==> config.mk <==
export PLATFORM = sky130hd
export DESIGN_NAME = rlc_dist
export DESIGN_NICKNAME = d
export VERILOG_FILES = /design/src/rlc_pkg.sv /design/src/rlc_dist.sv
export SDC_FILE = /design/constraint.sdc
export NUM_CORES = 1
export LEC_CHECK = 0
export BUFFER_PORTS_ARGS = -buffer_cell sky130_fd_sc_hd__buf_4
export CAP_MARGIN = 30
export CELL_PAD_IN_SITES_DETAIL_PLACEMENT = 1
export CELL_PAD_IN_SITES_GLOBAL_PLACEMENT = 2
export CORE_UTILIZATION = 38
export CTS_BUF_LIST = sky130_fd_sc_hd__clkbuf_4
export DETAILED_ROUTE_END_ITERATION = 12
export GPL_TIMING_DRIVEN = 0
export PLACE_DENSITY_LB_ADDON = 0.1
export SYNTH_ARGS = -nofsm -noshare
export SYNTH_HDL_FRONTEND = slang
export SYNTH_SLANG_ARGS = --single-unit
==> constraint.sdc <==
create_clock -name i_clk -period 10.4 [get_ports i_clk]
set_input_delay 2.08 -clock i_clk [delete_from_list [all_inputs] [get_ports i_clk]]
set_output_delay 2.08 -clock i_clk [all_outputs]
set_load 0.02 [all_outputs]
==> src/rlc_pkg.sv <==
// Package for the radius leader clustering block: transfer payload types,
// operation and register codes, fixed constants. No dependencies.
`default_nettype none
package rlc_pkg;

    localparam int MAX_CLUSTERS_DEF  = 512;
    localparam int MAX_SOLUTIONS_DEF = 512;

    localparam logic [1:0] OP_BEGIN = 2'd0;
    localparam logic [1:0] OP_ADD   = 2'd1;
    localparam logic [1:0] OP_FETCH = 2'd2;
    localparam logic [1:0] OP_NOP   = 2'd3;

    localparam logic [1:0] CFG_RADIUS   = 2'd0;
    localparam logic [1:0] CFG_MIN_SIZE = 2'd1;
    localparam logic [1:0] CFG_OCC_CAP  = 2'd2;

    localparam logic [14:0] RADIUS_RST   = 15'd819;
    localparam logic [9:0]  MIN_SIZE_RST = 10'd2;
    localparam logic [8:0]  OCC_CAP_RST  = 9'd500;

    // node / 100 as (node * GRP_RECIP) >> GRP_SHIFT, exact for 11-bit nodes
    localparam logic [12:0] GRP_RECIP   = 13'd5243;
    localparam int          GRP_SHIFT   = 19;
    localparam logic [6:0]  NODES_PER_GROUP = 7'd100;
    localparam logic [23:0] GROUP_SCALE = 24'd10000000;
    localparam logic [13:0] PIXEL_SCALE = 14'd10000;
    localparam logic [9:0]  SIZE_SAT    = 10'd1023;

    typedef struct packed {
        logic [1:0]         operation;
        logic [10:0]        node_index;
        logic [15:0]        detector_id;
        logic signed [15:0] dir_x;
        logic signed [15:0] dir_y;
        logic signed [15:0] dir_z;
        logic [15:0]        arrival_time;
    } t_in;

    typedef struct packed {
        logic               entry_valid;
        logic               is_last;
        logic [27:0]        path_id;
        logic [15:0]        entry_detector;
        logic signed [15:0] out_dir_x;
        logic signed [15:0] out_dir_y;
        logic signed [15:0] out_dir_z;
        logic [15:0]        out_time;
        logic [9:0]         cluster_size;
        logic [15:0]        node_size;
        logic               overflow_seen;
    } t_out;

    typedef struct packed {
        logic clr;
        logic vld;
    } t_scan_ctl;

    typedef struct packed {
        logic found;
        logic busy;
    } t_scan_stat;

endpackage
`default_nettype wire

==> src/rlc_dist.sv <==
// Nearest-centre tracker: squared x-y distance, registered products, then
// strict-less best update (earliest wins). Depends on rlc_pkg.
`default_nettype none
module rlc_dist
    import rlc_pkg::*;
#(
    parameter int IDX_W = 9
) (
    input  wire logic               i_clk,
    input  wire logic               i_rst_n,
    input  wire t_scan_ctl          i_ctl,
    input  wire logic [IDX_W-1:0]   i_idx,
    input  wire logic signed [15:0] i_cx,
    input  wire logic signed [15:0] i_cy,
    input  wire logic signed [15:0] i_sx,
    input  wire logic signed [15:0] i_sy,
    output t_scan_stat              o_stat,
    output logic [33:0]             o_best_d,
    output logic [IDX_W-1:0]        o_best_idx
);
    logic signed [16:0] dx, dy;
    logic signed [33:0] px, py;
    logic [32:0]        r_sqx, r_sqy;
    logic [IDX_W-1:0]   r_idx1;
    logic               r_v1, r_found;
    logic [33:0]        sum;

    assign dx  = {i_cx[15], i_cx} - {i_sx[15], i_sx};
    assign dy  = {i_cy[15], i_cy} - {i_sy[15], i_sy};
    assign px  = dx * dx;
    assign py  = dy * dy;
    assign sum = {1'b0, r_sqx} + {1'b0, r_sqy};

    always_ff @(posedge i_clk) begin
        if (!i_rst_n) begin
            r_v1    <= 1'b0;
            r_found <= 1'b0;
        end else if (i_ctl.clr) begin
            r_v1    <= 1'b0;
            r_found <= 1'b0;
        end else begin
            r_v1 <= i_ctl.vld;
            if (r_v1 && (!r_found || sum < o_best_d)) begin
                r_found <= 1'b1;
            end
        end
    end

    always_ff @(posedge i_clk) begin
        r_sqx  <= px[32:0];
        r_sqy  <= py[32:0];
        r_idx1 <= i_idx;
        if (r_v1 && (!r_found || sum < o_best_d)) begin
            o_best_d   <= sum;
            o_best_idx <= r_idx1;
        end
    end

    assign o_stat.found = r_found;
    assign o_stat.busy  = r_v1;
endmodule
`default_nettype wire

== Word level (Yosys, flattened, before mapping) ==
Cells that the tools add are included.

* Register bits: 120
* Word-level logic and storage cells: 18
* Input port bits: 77
* Output and inout bits: 45

* $mul: 2
* $lt $le $gt $ge: 1
* Add/sub/neg operators: 3
* Bitwise gates (word level): 1
* Reduce and logical (&&, ||, !) cells: 4

{| class="wikitable"
|+ Operators by type and width
! kind !! count
|-
| multiplier 17 x 17 -> 33 bit || 2
|-
| adder 33 x 33 -> 34 bit || 1
|-
| < comparator 34 bit || 1
|-
| subtractor 16 x 16 -> 17 bit || 2
|-
| OR reduction 2 bit || 1
|-
| logical AND 1 bit || 1
|-
| zero test 1 bit || 1
|-
| logical OR 1 bit || 1
|-
| NOT 1 bit || 1
|}

== Logic depth before layout (Yosys ltp) ==
Gate-level depths: netlist of the first run.

* Word-level depth: 4
* Depth in mapped cells: 36
* Gate-level depth less buffers: 34

== Worst setup path before layout of the first run ==
Ideal clock, no wire load.

* Path type: input to register
* Start: in i_cx[0]
* End: reg r_sqx[31]
* Slack: 578 ps
* Data required time: 10328 ps
* Buffers on the path: 2
* Stages: 34
* Arrival: 9750 ps
* Setup time: 72 ps
* Cell sequence: inv_1 > ha_1 > fa_1 > nor2b_1 > o21ai_0 > a21oi_1 > a211o_1 > a21oi_1 > o211a_1 > or2_2 > clkbuf_1 > inv_2 > buf_2 > nor2_1 > fa_1 > inv_1 > fa_1 > inv_1 > fa_1 > fa_1 > fa_1 > inv_1 > fa_1 > inv_1 > ha_1 > and4_1 > and2_1 > a31o_1 > a221o_1 > or3_1 > o211ai_2 > o22ai_1 > o41ai_2 > xnor2_1

* Longest elaborated chain between the ends: 2

{| class="wikitable"
|+ Ends and longest elaborated chain
! element !! line !! source
|-
| start: declaration || rlc_dist.sv:13 || <nowiki>input wire logic signed [15:0] i_cx,</nowiki>
|-
| subtractor 16 x 16 -> 17 bit || rlc_dist.sv:28 || <nowiki>assign dx = {i_cx[15], i_cx} - {i_sx[15], i_sx};</nowiki>
|-
| multiplier 17 x 17 -> 33 bit || rlc_dist.sv:30 || <nowiki>assign px = dx * dx;</nowiki>
|-
| net px[31] || rlc_dist.sv:22 || <nowiki>logic signed [33:0] px, py;</nowiki>
|-
| end signal: assignment || rlc_dist.sv:50 || <nowiki>r_sqx <= px[32:0];</nowiki>
|-
| end: declaration || rlc_dist.sv:23 || <nowiki>logic [32:0] r_sqx, r_sqy;</nowiki>
|}

The timed path passes the listed nets, and every way through them passes these cells.
A chain may end at the register's enable or synchronous reset.

== Worst setup path in the final report of the first run ==
Ends and elaborated chain as after synthesis.

==> flow_metrics.env, run 1 <==
export IMPL_finalCritPeriodShare_pct=96.98
export IMPL_start_util_pct=38.67
export IMPL_slowest_delay_ns=0.60
export IMPL_synth_avg_cell_area_sq_um=9.374
export IMPL_synth_mux_area_share_pct=0.1248
export IMPL_synth_distinct_cells=69
export IMPL_grt_max_degree=33
export IMPL_cts_root_buf="clkbuf_4"
export IMPL_placed_cell_area_sq_um=27170
export IMPL_cts_sinks=118
export IMPL_syn_inst=2674
export IMPL_slew_violations=0
export IMPL_grt_ovfl_total=0
export IMPL_synth_top_family_by_area="adder cells"
export IMPL_cts_clk_slew_worst_paths_ns=0.13
export IMPL_grt_pass1_vias=20600
export IMPL_vias=18020
export IMPL_critPathArrivalTime_ns=10.59
export IMPL_nNetsFinal=3691
export IMPL_setup_viol=0
export IMPL_grt_pass1_wl_microns=106100
export IMPL_syn_cell_area_sq_um=25070
export IMPL_finish_instance_area_sq_um=27640
export IMPL_area_delta_synth_final_pct=10.26
export IMPL_worstHoldStart="r_idx1[6]"
export IMPL_ys_ff_latch=118
export IMPL_drcViolationCount=0
export IMPL_hp_class="flip-flop to flip-flop"
export IMPL_outcome="complete, no violations"
export IMPL_clockBufferDepth=2
export IMPL_yosys_area_share_simple_pct=9.235
export IMPL_synthTopCellsByArea="fa_1 42%, ha_1 13%, inv_1 11%"
export IMPL_drive_gt1_share_pct=7.949
export IMPL_synth_top_cell_by_area="fa_1"
export IMPL_fp_dieH_microns=258.8
export IMPL_ant_nets=0
export IMPL_cts_tree="yes"
export IMPL_fillerInstances=7512
export IMPL_required_ns=10.91
export IMPL_clkLatencyLatePin_ns=0.58
export IMPL_ff_latch_area_sq_um=2793
export IMPL_dp_hpwl_microns=56760
export IMPL_drt_wl_total_microns=64000
export IMPL_dieArea_sq_um=66990
export IMPL_routabilityCongestion=0.8798
export IMPL_relSlewSlack_pct=29.48
export IMPL_rows=93
export IMPL_drv_cap=0
export IMPL_first_pass_iters=5
export IMPL_multi_input_area_sq_um=19320
export IMPL_vias_per_cell=4.872
export IMPL_worst_pin_slew_ns=1.054
export IMPL_cp_max_fo=10
export IMPL_synthAdderAreaFrac_pct=55.07
export IMPL_port_buffers=121
export IMPL_yosysWarnings=0
export IMPL_htreeDepth=4
export IMPL_core_sq_um=64810
export IMPL_tns_ns=0
export IMPL_fmax_mhz=99.14
export IMPL_synth_compound_area_share_pct=7.563
export IMPL_cp_startpoint="i_cx[0]"
export IMPL_reg2reg_from="r_sqy[4]"
export IMPL_finClkSkew_ns=0.02989
export IMPL_critPathKind="input port to flip-flop"
export IMPL_slowest_stage="fa_1"
export IMPL_path_common_cell="fa_1"
export IMPL_io_pins=122
export IMPL_synth_edf_count=43
export IMPL_antenna_found_initial=1
export IMPL_cts_buffers=17
export IMPL_synth_xor_area_share_pct=4.637
export IMPL_crit_path_end_kind="flip-flop"
export IMPL_synth_ff_type="dfxtp_1"
export IMPL_wl_per_cell_microns=17.30
export IMPL_hold_violations=0
export IMPL_synth_nets=3535
export IMPL_drt_iter0_markers=698
export IMPL_grt_use_total_pct=20.29
export IMPL_fin_crit_ns=10.09
export IMPL_ys_seq_area_share_pct=11.14
export IMPL_async_reset_ff_share_pct=0
export IMPL_yosys_area_top_type_share_pct=42.49
export IMPL_cp_start_kind="input port"
export IMPL_die_x_microns=258.8
## cell usage after synthesis (7+ instances only)
| cell | instances |
|---|---|
| xor2_1 | 37 |
| and2_1 | 8 |
| and3_1 | 13 |
| a211oi_1 | 9 |
| xnor2_1 | 92 |
| o21a_1 | 17 |
| nor3_1 | 20 |
| dfxtp_1 | 75 |
| nand2_1 | 204 |
| nor2b_1 | 16 |
| or3_1 | 7 |
| a21o_1 | 44 |
| ha_1 | 252 |
| inv_1 | 761 |
| o211ai_1 | 8 |
| clkbuf_1 | 36 |
| or2_2 | 8 |
| fa_1 | 532 |
| a31oi_1 | 7 |
| nand2b_1 | 15 |
| nand4_1 | 10 |
| a21oi_1 | 82 |
| o21ai_0 | 44 |
| edfxtp_1 | 43 |
| nor2_1 | 217 |
| nand3_1 | 15 |
## worst paths after layout
path / to / slack, ns / cells past startpoint
worst max-delay path: r_sqx[31] / 0.31 / 32
worst min-delay path: o_best_idx[6] / 0.42 / 0
worst max register to register: o_best_d[4] / 5.10 / 15
worst min register to register: o_best_idx[6] / 0.42 / 0
## area by class of cell
cell class                 count  share of cell area, %
antenna                        1               0.009054
buffer                        40                 0.6293
clock buffer                  17                 0.4618
clock inverter                15                 0.6519
inverter                     770                  10.48
multi-input combinational   1743                  69.92
sequential                   118                  10.10
tap                          855                  3.871
timing repair buffer         140                  3.875
## per-stage QoR
step	setup slack, ns	hold slack, ns	instances	util (%)
finish	0.3137	0.4244	3699	42.64
global route	-0.0008180	0.4263	3699	42.64
CTS	0.03488	0.4231	3694	42.43
detailed placement	-1.390	0.3912	3664	41.92
global placement	-1.577	0.3862	3650	41.73
floorplan	0.5777	0.3855	2674	-
## registers in the layout, indices dropped and copies added (netlist names)
signal / count
r_sqx: 32
r_v1: 1
r_sqy: 32
r_idx1: 9
r_found: 1
o_best_d: 34
o_best_idx: 9
## cell families (layout without fill, tap and decap cells)
kind of cell / after synthesis / count (layout)
buffers and inverters: 813 / 982
adders and majority gates: 784 / 784
and+or+nand+nor: 543 / 543
AOI/OAI and AO/OA: 282 / 282
xor gates and xnor gates: 131 / 131
DFF: 118 / 118
muxes: 3 / 3
other: 0 / 1
## timing repair
action | 4_1_cts | 5_1_grt
hold endpoints to repair | 0 | 0
pin swaps | 0 | 3
setup buffers | 0 | 4
hold buffers | 0 | 0
gates cloned | 0 | 0
setup endpoints to repair | 9 | 11
resized for setup | 7 | 28
## layer usage
layer  track usage (%)  wire length, microns
met1             27.48                 29150
met2             35.39                 32180
met3             2.641                  2100
met4             2.449                   566
met5                 0                     0
## critical path, delay by kind of cell
kind	cells	cell delay, ns
compound gates	10	2.18
xor+xnor	2	0.34
fa+ha+maj	9	4.04
buf+inv	8	1.15
simple gates	3	0.77
## placed cells by master, fill, tap and decap left out, drive strengths merged, types with 7 or more instances in the layout
| master | instances |
|---|---|
| clkbuf | 52 |
| or3 | 7 |
| o21a | 17 |
| ha | 252 |
| nand2 | 204 |
| nor3 | 20 |
| a21oi | 83 |
| xor2 | 39 |
| or2 | 8 |
| o21ai | 45 |
| and2 | 8 |
| nor2b | 16 |
| dfxtp | 75 |
| nor2 | 217 |
| nand2b | 15 |
| fa | 532 |
| a21o | 44 |
| xnor2 | 92 |
| and3 | 13 |
| a31oi | 7 |
| edfxtp | 43 |
| o211ai | 9 |
| a211oi | 9 |
| nand4 | 10 |
| inv | 777 |
| buf | 145 |
| nand3 | 15 |
Power of run 1 is left out: the tool's default activity adds up to more than one toggle a clock period on the data nets, which glitch-free logic cannot reach.
==> inputs of run 2 (changes only) <==
--- a/config.mk
+++ b/config.mk
@@ -9,11 +9,13 @@
 export CAP_MARGIN = 30
 export CELL_PAD_IN_SITES_DETAIL_PLACEMENT = 1
 export CELL_PAD_IN_SITES_GLOBAL_PLACEMENT = 2
+export CORE_ASPECT_RATIO = 1.75
 export CORE_UTILIZATION = 38
 export CTS_BUF_LIST = sky130_fd_sc_hd__clkbuf_4
 export DETAILED_ROUTE_END_ITERATION = 12
 export GPL_TIMING_DRIVEN = 0
-export PLACE_DENSITY_LB_ADDON = 0.1
+export PLACE_DENSITY = 0.81
+export REMOVE_ABC_BUFFERS = 1
 export SYNTH_ARGS = -nofsm -noshare
 export SYNTH_HDL_FRONTEND = slang
 export SYNTH_SLANG_ARGS = --single-unit
==> run 2 against run 1 <==
Worst hold slack about the same. Critical path depth did not move. Highest routed layer unchanged. Non-clock buffer count down 28. Cell area fell by 0.12%.
==> flow_metrics.env, run 2 (same netlist as run 1, synthesis figures left out) <==
export IMPL_outcome="complete, no violations"
export IMPL_setup_slack_ns=0.3074
export IMPL_required_ns=10.93
export IMPL_grt_pass1_vias=21690
export IMPL_nNetsFinal=3663
export IMPL_dieArea_sq_um=67030
export IMPL_critPathKind="input port to flip-flop"
export IMPL_core_sq_um=65320
export IMPL_grt_pass1_wl_microns=110500
export IMPL_cts_tree="yes"
export IMPL_wl_met3_microns=1151
export IMPL_fin_crit_ns=10.09
export IMPL_slew_violations=0
export IMPL_top_layer_used="met4"
export IMPL_cts_sinks=118
export IMPL_rsz0062_at_grt="yes"
export IMPL_fmax_mhz=99.08
export IMPL_place_ws_ns=-1.256
export IMPL_largest_register="o_best_d"
export IMPL_critPathArrivalTime_ns=10.62
export IMPL_cts_buffers=17
export IMPL_cp_max_fo=13
export IMPL_routabilityCongestion=0.8976
export IMPL_cp_start_kind="input port"
export IMPL_vias=17930
export IMPL_grt_max_degree=32
export IMPL_drt_iter0_markers=516
export IMPL_antenna_found_initial=1
export IMPL_drv_cap=0
export IMPL_clockBufferDepth=2
export IMPL_final_cell_mix="758 x inv_1, 532 x fa_1, 252 x ha_1"
export IMPL_port_buffers=121
export IMPL_rows=124
export IMPL_drcViolationCount=0
export IMPL_layout_commonest_cell="inv_1"
export IMPL_htreeDepth=4
export IMPL_finalCritPeriodShare_pct=97.04
export IMPL_setup_viol=0
export IMPL_tns_ns=0
export IMPL_slowest_delay_ns=0.53
export IMPL_area_delta_synth_final_pct=10.13
export IMPL_first_pass_iters=5
export IMPL_crit_path_end_kind="flip-flop"
export IMPL_worst_pin_slew_ns=0.9612
export IMPL_start_util_pct=38.37
export IMPL_reg_top3="o_best_d: 34 flops, r_sqx: 32 flops, r_sqy: 32 flops"
export IMPL_hp_class="flip-flop to flip-flop"
export IMPL_finClkSkew_ns=0.03106
export IMPL_largest_reg_flops=34
export IMPL_wl_per_cell_microns=18.15
export IMPL_hold_violations=0
export IMPL_dp_hpwl_microns=60280
export IMPL_io_pins=122
export IMPL_ctsHoldBuffers=0
export IMPL_vias_per_cell=4.848
export IMPL_drt_wl_total_microns=67120
export IMPL_clkLatencyLatePin_ns=0.64
export IMPL_cts_root_buf="clkbuf_4"
export IMPL_grt_use_total_pct=21.22
export IMPL_die_x_microns=196.1
export IMPL_ant_nets=0
export IMPL_relSlewSlack_pct=35.92
export IMPL_fp_dieH_microns=341.8
export IMPL_drive_gt1_share_pct=8.099
export IMPL_slowest_stage="a2111oi_2"
export IMPL_dr_wl_met2_microns=39840
export IMPL_cts_clk_slew_worst_paths_ns=0.15
export IMPL_grt_ovfl_total=0
export IMPL_final_core_util_pct=42.26
export IMPL_holdWs_ns=0.4248
export IMPL_met1_length_microns=23010
-- run 2: area by class of cell --
cell class                 instances  area (sq um)
antenna                            1         2.502
multi-input combinational       1743         19330
clock inverter                    15         178.9
clock buffer                      17         127.6
tap                              882          1104
sequential                       118          2793
timing repair buffer             152          1161
inverter                         770          2908
fill                            7571         37710
-- run 2: final timing paths --
| check | startpoint | end | slack [ns] | depth (start not counted) |
|---|---|---|---|---|
| worst min register to register | r_idx1[4] | o_best_idx[4] | 0.42 | 0 |
| worst max register to register | r_sqx[11] | o_best_d[11] | 5.16 | 19 |
| worst min-delay path | r_idx1[4] | o_best_idx[4] | 0.42 | 0 |
| worst max-delay path | i_cy[0] | r_sqy[32] | 0.31 | 32 |
-- run 2: metrics by stage --
step | cell area (sq um) | cells
after global placement | 26900 | 3634
after CTS | 27550 | 3695
after floorplan | 24890 | 2631
after detailed placement | 27140 | 3659
final | 27610 | 3698
after global routing | 27610 | 3698
-- run 2: critical path: cells and delay by family --
kind	cells	cell delay, ns
AO/OA/AOI/OAI	7	1.86
AND/OR/NAND/NOR	5	1.18
adder cells (fa/ha/maj)	9	3.89
buffers and inverters	9	0.96
XOR/XNOR	2	0.66
-- run 2: repair_timing --
item                       4_1_cts  5_1_grt
gates resized for setup         13        9
setup buffers                    4        2
cloned                           0        0
setup endpoints to repair        9       11
-- run 2: routing by layer --
layer	global-route usage, %	vias up
met3	1.331	131
met5	0	-
met4	9.701	0
met2	44.13	279
met1	20.77	9223
li1	-	8294
Power of run 2 is left out for the same reason.
==> inputs of run 3 (changes only) <==
--- a/config.mk
+++ b/config.mk
@@ -10,11 +10,11 @@
 export CELL_PAD_IN_SITES_DETAIL_PLACEMENT = 1
 export CELL_PAD_IN_SITES_GLOBAL_PLACEMENT = 2
 export CORE_ASPECT_RATIO = 1.75
-export CORE_UTILIZATION = 38
+export CORE_UTILIZATION = 45
 export CTS_BUF_LIST = sky130_fd_sc_hd__clkbuf_4
 export DETAILED_ROUTE_END_ITERATION = 12
 export GPL_TIMING_DRIVEN = 0
-export PLACE_DENSITY = 0.81
+export PLACE_DENSITY = 0.9
 export REMOVE_ABC_BUFFERS = 1
 export SYNTH_ARGS = -nofsm -noshare
 export SYNTH_HDL_FRONTEND = slang
==> constraint.sdc (replaced) <==
create_clock -name i_clk -period 11.79 [get_ports i_clk]
set_input_delay 2.358 -clock i_clk [delete_from_list [all_inputs] [get_ports i_clk]]
set_output_delay 2.358 -clock i_clk [all_outputs]
set_load 0.02 [all_outputs]
==> run 3 against run 2 <==
Worst setup slack got worse by 0.070 ns. Wire length is 2.9% lower. Non-clock buffer count down 7. Global-route usage grew 3.1 points. Clock skew grew 0.00093 ns. Cell count decreased by 5.2%. Register-to-register slack gained 1.5 ns. Die area is 15% lower. Critical path type unchanged.
==> flow_metrics.env, run 3 (same netlist as run 1, synthesis figures left out) <==
export IMPL_port_buffers=121
export IMPL_drt_wl_total_microns=65160
export IMPL_outcome="complete, no violations"
export IMPL_placed_cell_area_sq_um=26910
export IMPL_cts_clk_slew_worst_paths_ns=0.12
export IMPL_wl_per_cell_microns=18.59
export IMPL_vias_per_cell=5.146
export IMPL_rows=114
export IMPL_grt_max_degree=36
export IMPL_dieArea_sq_um=56690
export IMPL_slowest_delay_ns=0.83
export IMPL_relSlewSlack_pct=29.41
export IMPL_largest_reg_flops=34
export IMPL_die_x_microns=180.4
export IMPL_critPathKind="input port to flip-flop"
export IMPL_fmax_mhz=86.56
export IMPL_clockBufferDepth=2
export IMPL_drv_cap=0
export IMPL_cp_start_kind="input port"
export IMPL_grt_pass1_wl_microns=107900
export IMPL_fin_crit_ns=11.55
export IMPL_ant_nets=0
export IMPL_grt_pass1_vias=21730
export IMPL_path_common_cell="fa_1"
export IMPL_core_sq_um=55200
export IMPL_reg_top3="o_best_d: 34 flops, r_sqx: 32 flops, r_sqy: 32 flops"
export IMPL_routabilityCongestion=0.9010
export IMPL_start_util_pct=45.41
export IMPL_cp_max_fo=12
export IMPL_slew_violations=0
export IMPL_dp_hpwl_microns=58520
export IMPL_slowest_stage="xor2_1"
export IMPL_critPathArrivalTime_ns=12.03
export IMPL_vias=18040
export IMPL_ctsHoldBuffers=0
export IMPL_drive_gt1_share_pct=7.443
export IMPL_drt_iter0_markers=532
export IMPL_first_pass_iters=4
export IMPL_finalCritPeriodShare_pct=97.99
export IMPL_required_ns=12.27
export IMPL_area_delta_synth_final_pct=8.551
export IMPL_finish_instance_area_sq_um=27210
export IMPL_cts_sinks=118
export IMPL_worst_pin_slew_ns=1.051
export IMPL_final_cell_mix="761 x inv_1, 532 x fa_1, 252 x ha_1"
export IMPL_cts_setup_buffers=0
export IMPL_hold_violations=0
export IMPL_antenna_found_initial=1
export IMPL_finClkSkew_ns=0.03198
export IMPL_drcViolationCount=0
export IMPL_htreeDepth=4
export IMPL_largest_register="o_best_d"
export IMPL_crit_path_end_kind="flip-flop"
export IMPL_nNetsFinal=3656
export IMPL_layout_commonest_cell="inv_1"
export IMPL_cts_buffers=17
export IMPL_cts_tree="yes"
export IMPL_cts_root_buf="clkbuf_4"
export IMPL_grt_use_total_pct=24.37
export IMPL_grt_ovfl_total=0
export IMPL_clkLatencyLatePin_ns=0.59
export IMPL_io_pins=122
export IMPL_setup_viol=0
export IMPL_fp_dieH_microns=314.2
export IMPL_rsz0062_at_grt="no"
export IMPL_hp_class="flip-flop to flip-flop"
export IMPL_postCtsResizedCells=0
[run 3: cell types whose count changed in the layout (fill, tap and decap cells not counted), sizes merged]
cell      change
buf           -7
clkinv        -3
bufinv        +2
clkbuf        +1
clkinvlp      -1
inv           +1
[run 3: final timing paths]
check / cells past startpoint / end / slack [ns] / start
max reg2reg: 19 / o_best_d[8] / 6.67 / r_sqx[10]
min reg2reg: 0 / o_best_idx[4] / 0.42 / r_idx1[4]
min: 0 / o_best_idx[4] / 0.42 / r_idx1[4]
max: 30 / r_sqx[32] / 0.24 / i_cx[0]
[run 3: area by class of cell]
type,count,area (sq um)
Antenna cell,1,2.502
Clock buffer,18,135.1
Clock inverter,14,162.7
Fill cell,6386,27990
Inverter,770,2890
Multi-Input combinational cell,1743,19230
Sequential cell,118,2793
Tap cell,696,870.8
Timing Repair Buffer,145,1120
[run 3: per-stage QoR]
stage                     instances  utilization, %  setup WS (ns)  TNS [ns]  hold slack (ns)
after floorplan                2631               -          1.803         0           0.3855
final                          3505           49.29         0.2375         0           0.4196
after global placement         3448           48.31        -0.6709    -2.793           0.3857
after CTS                      3504           49.29         0.4510         0           0.4222
after detailed placement       3472           48.75        -0.1853   -0.2402           0.3919
after global routing           3505           49.29         0.1684         0           0.4301
[run 3: critical path: cells and delay by family]
family                   cells  cell delay, ns
XOR/XNOR                     2            0.95
AND/OR/NAND/NOR              5            1.36
AO/OA/AOI/OAI                8            2.62
buffers and inverters        6            0.87
adder cells (fa/ha/maj)      9            3.88
[run 3: layer usage]
metal / share of wire [%] / track usage [%] / up-vias
met1: 34 / 24.41 / 9256
met3: 2.1 / 1.319 / 166
met4: 5.5 / 13.25 / 0
met2: 58 / 49.43 / 332
met5: 0 / 0 / -
li1: - / - / 8282
Power of run 3 is left out for the same reason.
